[config.mk]
export PLATFORM = sky130hd
export DESIGN_NAME = pph_dpath
export DESIGN_NICKNAME = d
export VERILOG_FILES = /design/src/sv/pph_pkg.sv /design/src/sv/pph_mul.sv /design/src/sv/pph_dpath.sv
export SDC_FILE = /design/constraint.sdc
export NUM_CORES = 2
export LEC_CHECK = 0
export ABC_CLOCK_PERIOD_IN_PS = 19700
export BUFFER_PORTS_ARGS = -buffer_cell sky130_fd_sc_hd__buf_4
export CELL_PAD_IN_SITES_DETAIL_PLACEMENT = 0
export CELL_PAD_IN_SITES_GLOBAL_PLACEMENT = 1
export CORE_MARGIN = 4
export CORE_UTILIZATION = 55
export DETAILED_ROUTE_END_ITERATION = 10
export HOLD_SLACK_MARGIN = 0.12
export PLACE_DENSITY_LB_ADDON = 0.05
export SKIP_CTS_REPAIR_TIMING = 1
export SLEW_MARGIN = 20
export SYNTH_ARGS = -nofsm -noshare
export SYNTH_HDL_FRONTEND = slang
export SYNTH_SLANG_ARGS = --single-unit
[constraint.sdc]
create_clock -name clk_i -period 19.7 [get_ports clk_i]
set_input_delay 1.97 -clock clk_i [delete_from_list [all_inputs] [get_ports clk_i]]
set_output_delay 1.97 -clock clk_i [all_outputs]
set_load 0.05 [all_outputs]
[src/sv/pph_pkg.sv]
package pph_pkg;

  localparam int COORD_WIDTH = 24;

  // configuration register indexes
  localparam int CFG_IDX_W = 3;
  localparam logic [CFG_IDX_W-1:0] CFG_CLICK_X  = 3'd0;
  localparam logic [CFG_IDX_W-1:0] CFG_CLICK_Y  = 3'd1;
  localparam logic [CFG_IDX_W-1:0] CFG_TOL_SQ   = 3'd2;
  localparam logic [CFG_IDX_W-1:0] CFG_CLOSED   = 3'd3;

  // multiplications of one segment test
  typedef enum logic [3:0] {
    OP_DXDX   = 4'd0,
    OP_DYDY   = 4'd1,
    OP_DXPX   = 4'd2,
    OP_DYPY   = 4'd3,
    OP_DXPY   = 4'd4,
    OP_DYPX   = 4'd5,
    OP_CRCR   = 4'd6,
    OP_TOLLEN = 4'd7,
    OP_QXQX   = 4'd8,
    OP_QYQY   = 4'd9,
    OP_PXPX   = 4'd10,
    OP_PYPY   = 4'd11
  } op_e;

  typedef struct packed {
    logic load;       // take a new vertex, segment prev to current
    logic new_poly;   // vertex opens a polyline
    logic first_seg;  // set up the segment first to current
    logic mul_start;
    op_e  op;
  } cmd_t;

  typedef struct packed {
    logic mul_done;
    logic len_zero;
    logic in_box;
    logic cr_lt;
    logic e_lt;
    logic closed;
  } status_t;

endpackage

[src/sv/pph_mul.sv]
module pph_mul #(
  parameter int OW = 52
) (
  input  logic                 clk_i,
  input  logic                 rst_ni,
  input  logic                 start_i,
  input  logic signed [OW-1:0] a_i,
  input  logic signed [OW-1:0] b_i,
  output logic                 done_o,
  output logic signed [2*OW-1:0] p_o
);

  localparam int CntW = $clog2(OW);

  logic            busy_q, fin_q, done_q;
  logic [CntW-1:0] cnt_q;
  logic [OW-1:0]   ma_q, hi_q, lo_q;
  logic            neg_q;
  logic [2*OW-1:0] p_q;

  logic [OW-1:0]   a_mag, b_mag;
  logic [OW:0]     sum;
  logic [2*OW-1:0] full;

  assign a_mag = a_i[OW-1] ? (~a_i) + {{(OW-1){1'b0}}, 1'b1} : a_i;
  assign b_mag = b_i[OW-1] ? (~b_i) + {{(OW-1){1'b0}}, 1'b1} : b_i;
  assign sum   = {1'b0, hi_q} + {1'b0, (lo_q[0] ? ma_q : {OW{1'b0}})};
  assign full  = {hi_q, lo_q};

  // one multiplier bit per cycle, magnitudes, sign applied at the end
  always_ff @(posedge clk_i or negedge rst_ni) begin
    if (!rst_ni) begin
      busy_q <= 1'b0;
      fin_q  <= 1'b0;
      done_q <= 1'b0;
      cnt_q  <= '0;
    end else begin
      done_q <= fin_q;
      fin_q  <= 1'b0;
      if (start_i) begin
        busy_q <= 1'b1;
        cnt_q  <= '0;
      end else if (busy_q) begin
        cnt_q <= cnt_q + 1'b1;
        if (cnt_q == CntW'(OW - 1)) begin
          busy_q <= 1'b0;
          fin_q  <= 1'b1;
        end
      end
    end
  end

  always_ff @(posedge clk_i) begin
    if (start_i) begin
      ma_q  <= a_mag;
      lo_q  <= b_mag;
      hi_q  <= '0;
      neg_q <= a_i[OW-1] ^ b_i[OW-1];
    end else if (busy_q) begin
      hi_q <= sum[OW:1];
      lo_q <= {sum[0], lo_q[OW-1:1]};
    end
    if (fin_q) begin
      p_q <= neg_q ? (~full) + {{(2*OW-1){1'b0}}, 1'b1} : full;
    end
  end

  assign done_o = done_q;
  assign p_o    = $signed(p_q);

endmodule

[src/sv/pph_dpath.sv]
module pph_dpath #(
  parameter int CW = 24,
  parameter int TolW = 51
) (
  input  logic                          clk_i,
  input  logic                          rst_ni,
  input  logic                          cfg_valid_i,
  input  logic [pph_pkg::CFG_IDX_W-1:0] cfg_index_i,
  input  logic [TolW-1:0]               cfg_data_i,
  input  logic signed [CW-1:0]          vertex_x_i,
  input  logic signed [CW-1:0]          vertex_y_i,
  input  pph_pkg::cmd_t                 cmd_i,
  output pph_pkg::status_t              status_o
);

  localparam int OW = 2 * CW + 4;
  localparam int PW = 2 * OW;

  logic signed [CW-1:0] click_x_q, click_y_q;
  logic [TolW-1:0]      tol_q;
  logic                 closed_q;

  logic signed [CW-1:0] first_x_q, first_y_q, prev_x_q, prev_y_q, cur_x_q, cur_y_q;
  logic signed [CW-1:0] ax_q, ay_q, bx_q, by_q;

  logic signed [OW-1:0] len2_q, dot_q, cr_q, e_q;
  logic signed [PW-1:0] lhs_q, tlen_q;
  pph_pkg::op_e         op_q;

  logic signed [CW:0]   dx, dy, px, py, qx, qy;
  logic signed [OW-1:0] tol_ext, opa, opb, p_lo;
  logic signed [PW-1:0] p;
  logic                 mul_done;

  always_ff @(posedge clk_i or negedge rst_ni) begin
    if (!rst_ni) begin
      click_x_q <= '0;
      click_y_q <= '0;
      tol_q     <= '0;
      closed_q  <= 1'b0;
    end else if (cfg_valid_i) begin
      case (cfg_index_i)
        pph_pkg::CFG_CLICK_X: click_x_q <= $signed(cfg_data_i[CW-1:0]);
        pph_pkg::CFG_CLICK_Y: click_y_q <= $signed(cfg_data_i[CW-1:0]);
        pph_pkg::CFG_TOL_SQ:  tol_q     <= cfg_data_i;
        pph_pkg::CFG_CLOSED:  closed_q  <= cfg_data_i[0];
        default: ;
      endcase
    end
  end

  always_ff @(posedge clk_i or negedge rst_ni) begin
    if (!rst_ni) begin
      first_x_q <= '0;
      first_y_q <= '0;
      prev_x_q  <= '0;
      prev_y_q  <= '0;
    end else if (cmd_i.load) begin
      prev_x_q <= vertex_x_i;
      prev_y_q <= vertex_y_i;
      if (cmd_i.new_poly) begin
        first_x_q <= vertex_x_i;
        first_y_q <= vertex_y_i;
      end
    end
  end

  always_ff @(posedge clk_i) begin
    if (cmd_i.load) begin
      cur_x_q <= vertex_x_i;
      cur_y_q <= vertex_y_i;
      ax_q    <= prev_x_q;
      ay_q    <= prev_y_q;
      bx_q    <= vertex_x_i;
      by_q    <= vertex_y_i;
    end else if (cmd_i.first_seg) begin
      ax_q <= first_x_q;
      ay_q <= first_y_q;
      bx_q <= cur_x_q;
      by_q <= cur_y_q;
    end
    if (cmd_i.mul_start) begin
      op_q <= cmd_i.op;
    end
    if (mul_done) begin
      case (op_q)
        pph_pkg::OP_DXDX:   len2_q <= p_lo;
        pph_pkg::OP_DYDY:   len2_q <= len2_q + p_lo;
        pph_pkg::OP_DXPX:   dot_q  <= p_lo;
        pph_pkg::OP_DYPY:   dot_q  <= dot_q + p_lo;
        pph_pkg::OP_DXPY:   cr_q   <= p_lo;
        pph_pkg::OP_DYPX:   cr_q   <= cr_q - p_lo;
        pph_pkg::OP_CRCR:   lhs_q  <= p;
        pph_pkg::OP_TOLLEN: tlen_q <= p;
        pph_pkg::OP_QXQX:   e_q    <= p_lo;
        pph_pkg::OP_QYQY:   e_q    <= e_q + p_lo;
        pph_pkg::OP_PXPX:   e_q    <= p_lo;
        pph_pkg::OP_PYPY:   e_q    <= e_q + p_lo;
        default: ;
      endcase
    end
  end

  assign dx = {bx_q[CW-1], bx_q} - {ax_q[CW-1], ax_q};
  assign dy = {by_q[CW-1], by_q} - {ay_q[CW-1], ay_q};
  assign px = {click_x_q[CW-1], click_x_q} - {ax_q[CW-1], ax_q};
  assign py = {click_y_q[CW-1], click_y_q} - {ay_q[CW-1], ay_q};
  assign qx = {click_x_q[CW-1], click_x_q} - {bx_q[CW-1], bx_q};
  assign qy = {click_y_q[CW-1], click_y_q} - {by_q[CW-1], by_q};
  assign tol_ext = $signed({{(OW-TolW){1'b0}}, tol_q});
  assign p_lo = p[OW-1:0];

  always_comb begin
    opa = '0;
    opb = '0;
    case (cmd_i.op)
      pph_pkg::OP_DXDX: begin
        opa = {{(OW-CW-1){dx[CW]}}, dx};
        opb = {{(OW-CW-1){dx[CW]}}, dx};
      end
      pph_pkg::OP_DYDY: begin
        opa = {{(OW-CW-1){dy[CW]}}, dy};
        opb = {{(OW-CW-1){dy[CW]}}, dy};
      end
      pph_pkg::OP_DXPX: begin
        opa = {{(OW-CW-1){dx[CW]}}, dx};
        opb = {{(OW-CW-1){px[CW]}}, px};
      end
      pph_pkg::OP_DYPY: begin
        opa = {{(OW-CW-1){dy[CW]}}, dy};
        opb = {{(OW-CW-1){py[CW]}}, py};
      end
      pph_pkg::OP_DXPY: begin
        opa = {{(OW-CW-1){dx[CW]}}, dx};
        opb = {{(OW-CW-1){py[CW]}}, py};
      end
      pph_pkg::OP_DYPX: begin
        opa = {{(OW-CW-1){dy[CW]}}, dy};
        opb = {{(OW-CW-1){px[CW]}}, px};
      end
      pph_pkg::OP_CRCR: begin
        opa = cr_q;
        opb = cr_q;
      end
      pph_pkg::OP_TOLLEN: begin
        opa = tol_ext;
        opb = len2_q;
      end
      pph_pkg::OP_QXQX: begin
        opa = {{(OW-CW-1){qx[CW]}}, qx};
        opb = {{(OW-CW-1){qx[CW]}}, qx};
      end
      pph_pkg::OP_QYQY: begin
        opa = {{(OW-CW-1){qy[CW]}}, qy};
        opb = {{(OW-CW-1){qy[CW]}}, qy};
      end
      pph_pkg::OP_PXPX: begin
        opa = {{(OW-CW-1){px[CW]}}, px};
        opb = {{(OW-CW-1){px[CW]}}, px};
      end
      pph_pkg::OP_PYPY: begin
        opa = {{(OW-CW-1){py[CW]}}, py};
        opb = {{(OW-CW-1){py[CW]}}, py};
      end
      default: ;
    endcase
  end

  pph_mul #(.OW(OW)) u_mul (
    .clk_i   (clk_i),
    .rst_ni  (rst_ni),
    .start_i (cmd_i.mul_start),
    .a_i     (opa),
    .b_i     (opb),
    .done_o  (mul_done),
    .p_o     (p)
  );

  assign status_o.mul_done = mul_done;
  assign status_o.len_zero = (len2_q == '0);
  assign status_o.in_box   = !dot_q[OW-1] && (dot_q <= len2_q);
  assign status_o.cr_lt    = lhs_q < tlen_q;
  assign status_o.e_lt     = e_q < tol_ext;
  assign status_o.closed   = closed_q;

endmodule

Yosys cells after proc, flatten, opt, wreduce, memory -nomap -nowiden
Cells that the tools add are included.

word-level totals
  register bits = 1030
  output and inout port bits = 6
  logic and storage cells = 136

operators by class
  add/subtract/negate cells = 15
  $lt $le $gt $ge = 3
  equal/unequal tests = 26
  mux-type cells = 28
  bitwise logic cells = 4
  reduce and logical (&&, ||, !) cells = 29

operators with widths
  operator                                             count
  one-hot mux 52 bit (8 select lines)                  2
  one-hot mux 52 bit (2 select lines)                  4
  2-to-1 mux 52 bit                                    4
  2-to-1 mux 24 bit                                    8
  adder 52 bit                                         3
  subtractor 24 x 24 -> 25 bit                         6
  adder 104 x 1 -> 104 bit, second input constant      1
  adder 52 x 1 -> 52 bit, second input constant        2
  less-than comparator 104 bit                         1
  2-to-1 mux 104 bit                                   1
  inverter 104 bit                                     1
  inverter 52 bit                                      2
  adder 52 x 52 -> 53 bit                              1
  <= comparator 52 bit                                 1
  zero test 52 bit                                     1
  less-than comparator 52 bit                          1
  subtractor 52 bit                                    1
  2-to-1 mux 51 bit                                    1
  equality test 4 x 3 -> 1 bit, second input constant  8
  equality test 4 bit, second input constant           8
  AND reduction 2 bit                                  11
  equality test 4 x 2 -> 1 bit, second input constant  4
  2-to-1 mux 6 bit                                     2
  nonzero test 2 bit                                   6
  13 further kinds                                     25

Logic depth before layout (Yosys ltp)
  depth in word-level cells = 7
  gate-level depth with buffers = 18
  mapped depth without buffers = 17

Hierarchy
A second synthesis with hierarchy kept.

second synthesis, totals
  cells, all modules = 7119
  area, all modules = 69445.4 um^2

by module, submodules not included
  module     times used  cells an instance  area each (um^2)  sequential area each (um^2)
  pph_dpath  1           5553               53292.4           21840.9
  pph_mul    1           1566               16153.0           7542.2

Worst setup path after synthesis
OpenSTA, ideal clock, no wires.

  path kind = register to register
  start point = register op_q[3]
  end point = register lhs_q[0] (enable)
  library setup time = 0.716 ns
  arrival = 8.310 ns
  required time = 18.984 ns
  slack = 10.674 ns
  cell stages (with the launch flop) = 4
  path buffers = 1
  period minus slack after synthesis = 9.026 ns
  path through = edfxtp_1 clkbuf_1 nand3b_1 nor3b_1

between the ends
  word-level cells in the longest chain between the ends = 2

ends and longest elaborated chain
  what                                  RTL line         source
  from (decl)                           pph_dpath.sv:28  pph_pkg::op_e op_q;
  from (signal assigned)                pph_dpath.sv:83  op_q <= cmd_i.op;
  equality test 4 x 3 -> 1 bit          pph_dpath.sv:86  case (op_q)
  AND reduction 2 bit (no source line)  --
  to (signal assigned)                  pph_dpath.sv:93  pph_pkg::OP_CRCR: lhs_q <= p;
  to (decl)                             pph_dpath.sv:27  logic signed [PW-1:0] lhs_q, tlen_q;

No other way between the ends.
A chain may end at the register's enable or synchronous reset.

==> summary.md <==
| Metric | Value |
|---|---|
| Status | finished, final reports clean |
| Critical path peak fanout | 2 |
| First-pass GRT wire length | 356000 microns |
| ANT nets after route | 0 |
| Syn_nets | 8113 |
| CP Class | register to primary output |
| Core Area | 128000 sq um |
| Via density per instance | 6.33 |
| Max transition margin | 25.1% |
| Max_cap viols | 0 |
| Clock buffer depth | 3 |
| Register-to-register setup slack | 13.17 ns |
| CTS buffer count | 112 |
| Final Setup Violations | 0 |
| Starting DRT DRC Count | 6443 |
| FF-to-FF path depth | 15 |
| Post-synthesis register bit count | 1030 |
| Dpl cells | 9025 |
| Clock Skew | 0.0432 ns |
| WL/cell | 26.2 microns |
| EDFF count, synth | 773 |
| Synth warn | 0 |
| Ys flop type | edfxtp_1 |
| Max Clk Rate | 139 MHz |
| Hold Crit Class | register to register |
| Startpoint Class | register |
| Crit path time final | 7.19 ns |
| Setup WS pre-CTS | 12.40 ns |
| Hold Path End | lhs_q[74] |
| CP arrival | 5.22 ns |
| Total grt overflow | 0 |
| Worst Setup End Kind | primary output |
| GRT Total Usage | 34.9% |
| Mapped Area | 71200 sq um |
| Fraction of registers with async set/reset | 19.9% |
| DRC Markers | 0 |
| Worst flop-to-flop path startpoint | ay_q[0] |
| Layout cells sized above 1 | 8.75% |
| Worst vdd ir | 0.0000833 V |
| GP Congestion | 1.05 |
| Antenna violations before repair | 8 |
| Max incr delay on CP | 0.98 ns |
| Layout area overhead | 9.27% |
| Critical R2R Capture | u_mul.lo_q[46] |
| Placement Cell Area | 73900 sq um |
| Slew @ Worst Pin | 1.11 ns |
| Clock tree from TritonCTS | yes |
| Clk_lat worst skew | 0.76 ns |
| Crit path required time | 17.73 ns |
| Leak | 32.8 nW |
| Clock Pin Slew Worst Setup and Hold Paths | 0.06 ns |
| Worst path cell trace | inv_1 -> ha_1 -> a21o_1 -> a21o_1 -> a21o_1 -> a21oi_1 -> nor2b_1 -> o21ai_0 -> nand2b_1 -> a21oi_1 -> o211ai_1 -> a221oi_1 -> o21ai_0 -> a21oi_1 -> buf_4 |
| CTS Sinks | 1030 |
| Crit-path slowest cell | a221oi_1 |
| Seq/Total Area, Yosys | 41.3% |
| Hold Crit Depth | 0 |
| Die height | 368 microns |
| Setup slack after layout | 12.51 ns |
| Final nets | 8143 |
| Number of global-route vias before repair | 54.5k |
| Final Total Pwr | 7.45 mW |
| Syn Inst Count | 7380 |
| Root buffer cell | clkbuf_16 |
| Post-route cell area | 77800 sq um |
| Die Footprint | 135000 sq um |
| Detailed Routing Iterations Pass 1 | 8 |
| Largest net degree at the start of global routing | 167 |
| CTS H-tree lvls | 3 |
| Setup TNS | 0 ns |
| Total wire length | 243000 microns |
| Top Ports | 119 |
| Die Width | 368 microns |
| PwrDens | 95.7 nW/um^2 |
| DP Wirelength | 188000 microns |
| Hold Startpoint | u_mul.p_o[74] |
| Unrepaired setup endpoints after global routing | false |
| Fin crit share | 36.5% |
| Initial core utilization | 55.6% |
| Final hold vios | 0 |
| Mean Syn Cell Area | 9.65 sq um |
| Synth cell types | 113 |
| Slew Limit Fails | 0 |
| Fin cells | 9246 |
| Port bufs | 118 |
| Rows | 131 |
| Vias post-DR | 58.5k |
kinds of logic after synthesis:
logic type	after synthesis	share of synthesized area [%]
adder cells (fa/ha/maj)	620	11.0
AO/OA/AOI/OAI	2162	19.5
flip-flops	1030	41.3
AND/OR/NAND/NOR	2012	14.1
multiplexers	247	3.79
XOR/XNOR	486	5.98
buffers and inverters	823	4.38
per-layer routing:
layer	vias to the layer above	routed length, microns	global-route usage, %	part of all wire [%]
met5	-	0	0	0
met4	0	15100	18.1	6.2
met3	460	19000	5.11	7.8
met2	2467	108000	54.5	44
met1	28300	101000	47.5	41
li1	27300	-	-	-
synthesized netlist by cell type (16+ instances only):
cell type,count,area (sq um)
a221oi_1,25,219
a31oi_1,53,332
dfxtp_1,52,1040
o22ai_1,21,131
mux2i_1,66,661
inv_1,554,2080
nor4_1,37,231
or2_2,26,163
o41ai_1,21,184
buf_1,27,101
a22oi_1,61,458
o21a_1,82,616
or3_1,57,357
ha_1,609,7620
and3_1,48,300
o31a_1,19,166
o31ai_1,84,631
nor3_1,131,656
o211ai_1,43,323
nand4_1,123,769
mux2_2,181,2040
a21o_1,276,2070
o21ai_0,665,3330
nor3b_1,30,225
o2111ai_1,18,158
and2_1,92,576
nand2_1,662,2480
nor2_1,366,1370
edfxtp_1,773,23200
or4_1,26,195
and4_1,16,140
nand3_1,125,626
clkbuf_1,231,867
a211oi_1,70,526
xor2_1,168,1470
xnor2_1,318,2790
dfrtp_1,205,5130
a21oi_1,442,2210
nand2b_1,103,644
o21bai_1,57,428
nor2b_1,96,601
area by class of cell:
type                       instances  area, sq um
antenna                            7         17.5
clock buffer                     150         3090
clock inverter                    64          774
fill                           10900        50200
inverter                         554         2080
multi-input combinational       5527        38900
sequential                      1030        29400
tap                             1729         2160
timing repair buffer             185         1430
layout by cell type (no fill, tap or decap), types with 96 or more instances in the layout:
| master | synthesis | final |
|---|---|---|
| inv_1 | 554 | 553 |
| a21oi_1 | 442 | 442 |
| nor3_1 | 131 | 126 |
| dfrtp_1 | 205 | 203 |
| nor2b_1 | 96 | 96 |
| nand4_1 | 123 | 123 |
| ha_1 | 609 | 609 |
| xor2_1 | 168 | 168 |
| nor2_1 | 366 | 362 |
| nand2b_1 | 103 | 103 |
| edfxtp_1 | 773 | 773 |
| buf_4 | 2 | 180 |
| nand2_1 | 662 | 660 |
| nand3_1 | 125 | 125 |
| a21o_1 | 276 | 276 |
| xnor2_1 | 318 | 318 |
| o21ai_0 | 665 | 665 |
| clkbuf_16 | 0 | 113 |
| mux2_2 | 181 | 181 |
metrics by stage:
step                      hold slack [ns]  utilization [%]
after floorplan                     0.421                -
after global placement              0.423             57.7
after detailed placement            0.430             57.7
after CTS                           0.443             60.8
after global routing                0.451             60.8
final                               0.442             60.8
worst max-delay path, delay by kind of cell, from the launching register on:
kind	cells	cell delay [ns]
AO/OA/AOI/OAI	10	3.13
buffers and inverters	2	0.49
adder cells (fa/ha/maj)	1	0.29
flip-flops	1	0.40
AND/OR/NAND/NOR	2	0.16
where the power goes:
part / switching (mW) / internal, mW / total (mW) / leakage [nW]
clock: 0.946 / 1.27 / 2.21 / 1.87
sequential: 0.232 / 2.59 / 2.82 / 10.2
combinational: 1.54 / 0.868 / 2.41 / 20.7
flip-flops by register name, indices dropped and copies added, names as in the netlist, 51 cells and up:
name / cells
tlen_q: 104
u_mul.p_o: 104
u_mul.lo_q: 52
dot_q: 52
len2_q: 52
tol_q: 51
e_q: 52
u_mul.ma_q: 52
u_mul.hi_q: 52
lhs_q: 104
cr_q: 52
how the worst max path moves through the flow:
| stage | from | endpoint | cells past startpoint |
|---|---|---|---|
| floorplan | op_q[3] | lhs_q[0] | 3 |
| global placement | cmd_i[2] | u_mul.lo_q[46] | 15 |
| detailed placement | cmd_i[2] | u_mul.lo_q[46] | 15 |
| CTS | tol_q[1] | status_o[1] | 15 |
| global route | tol_q[1] | status_o[1] | 15 |
| finish | tol_q[1] | status_o[1] | 15 |
Power figures use the tool's default switching activity.
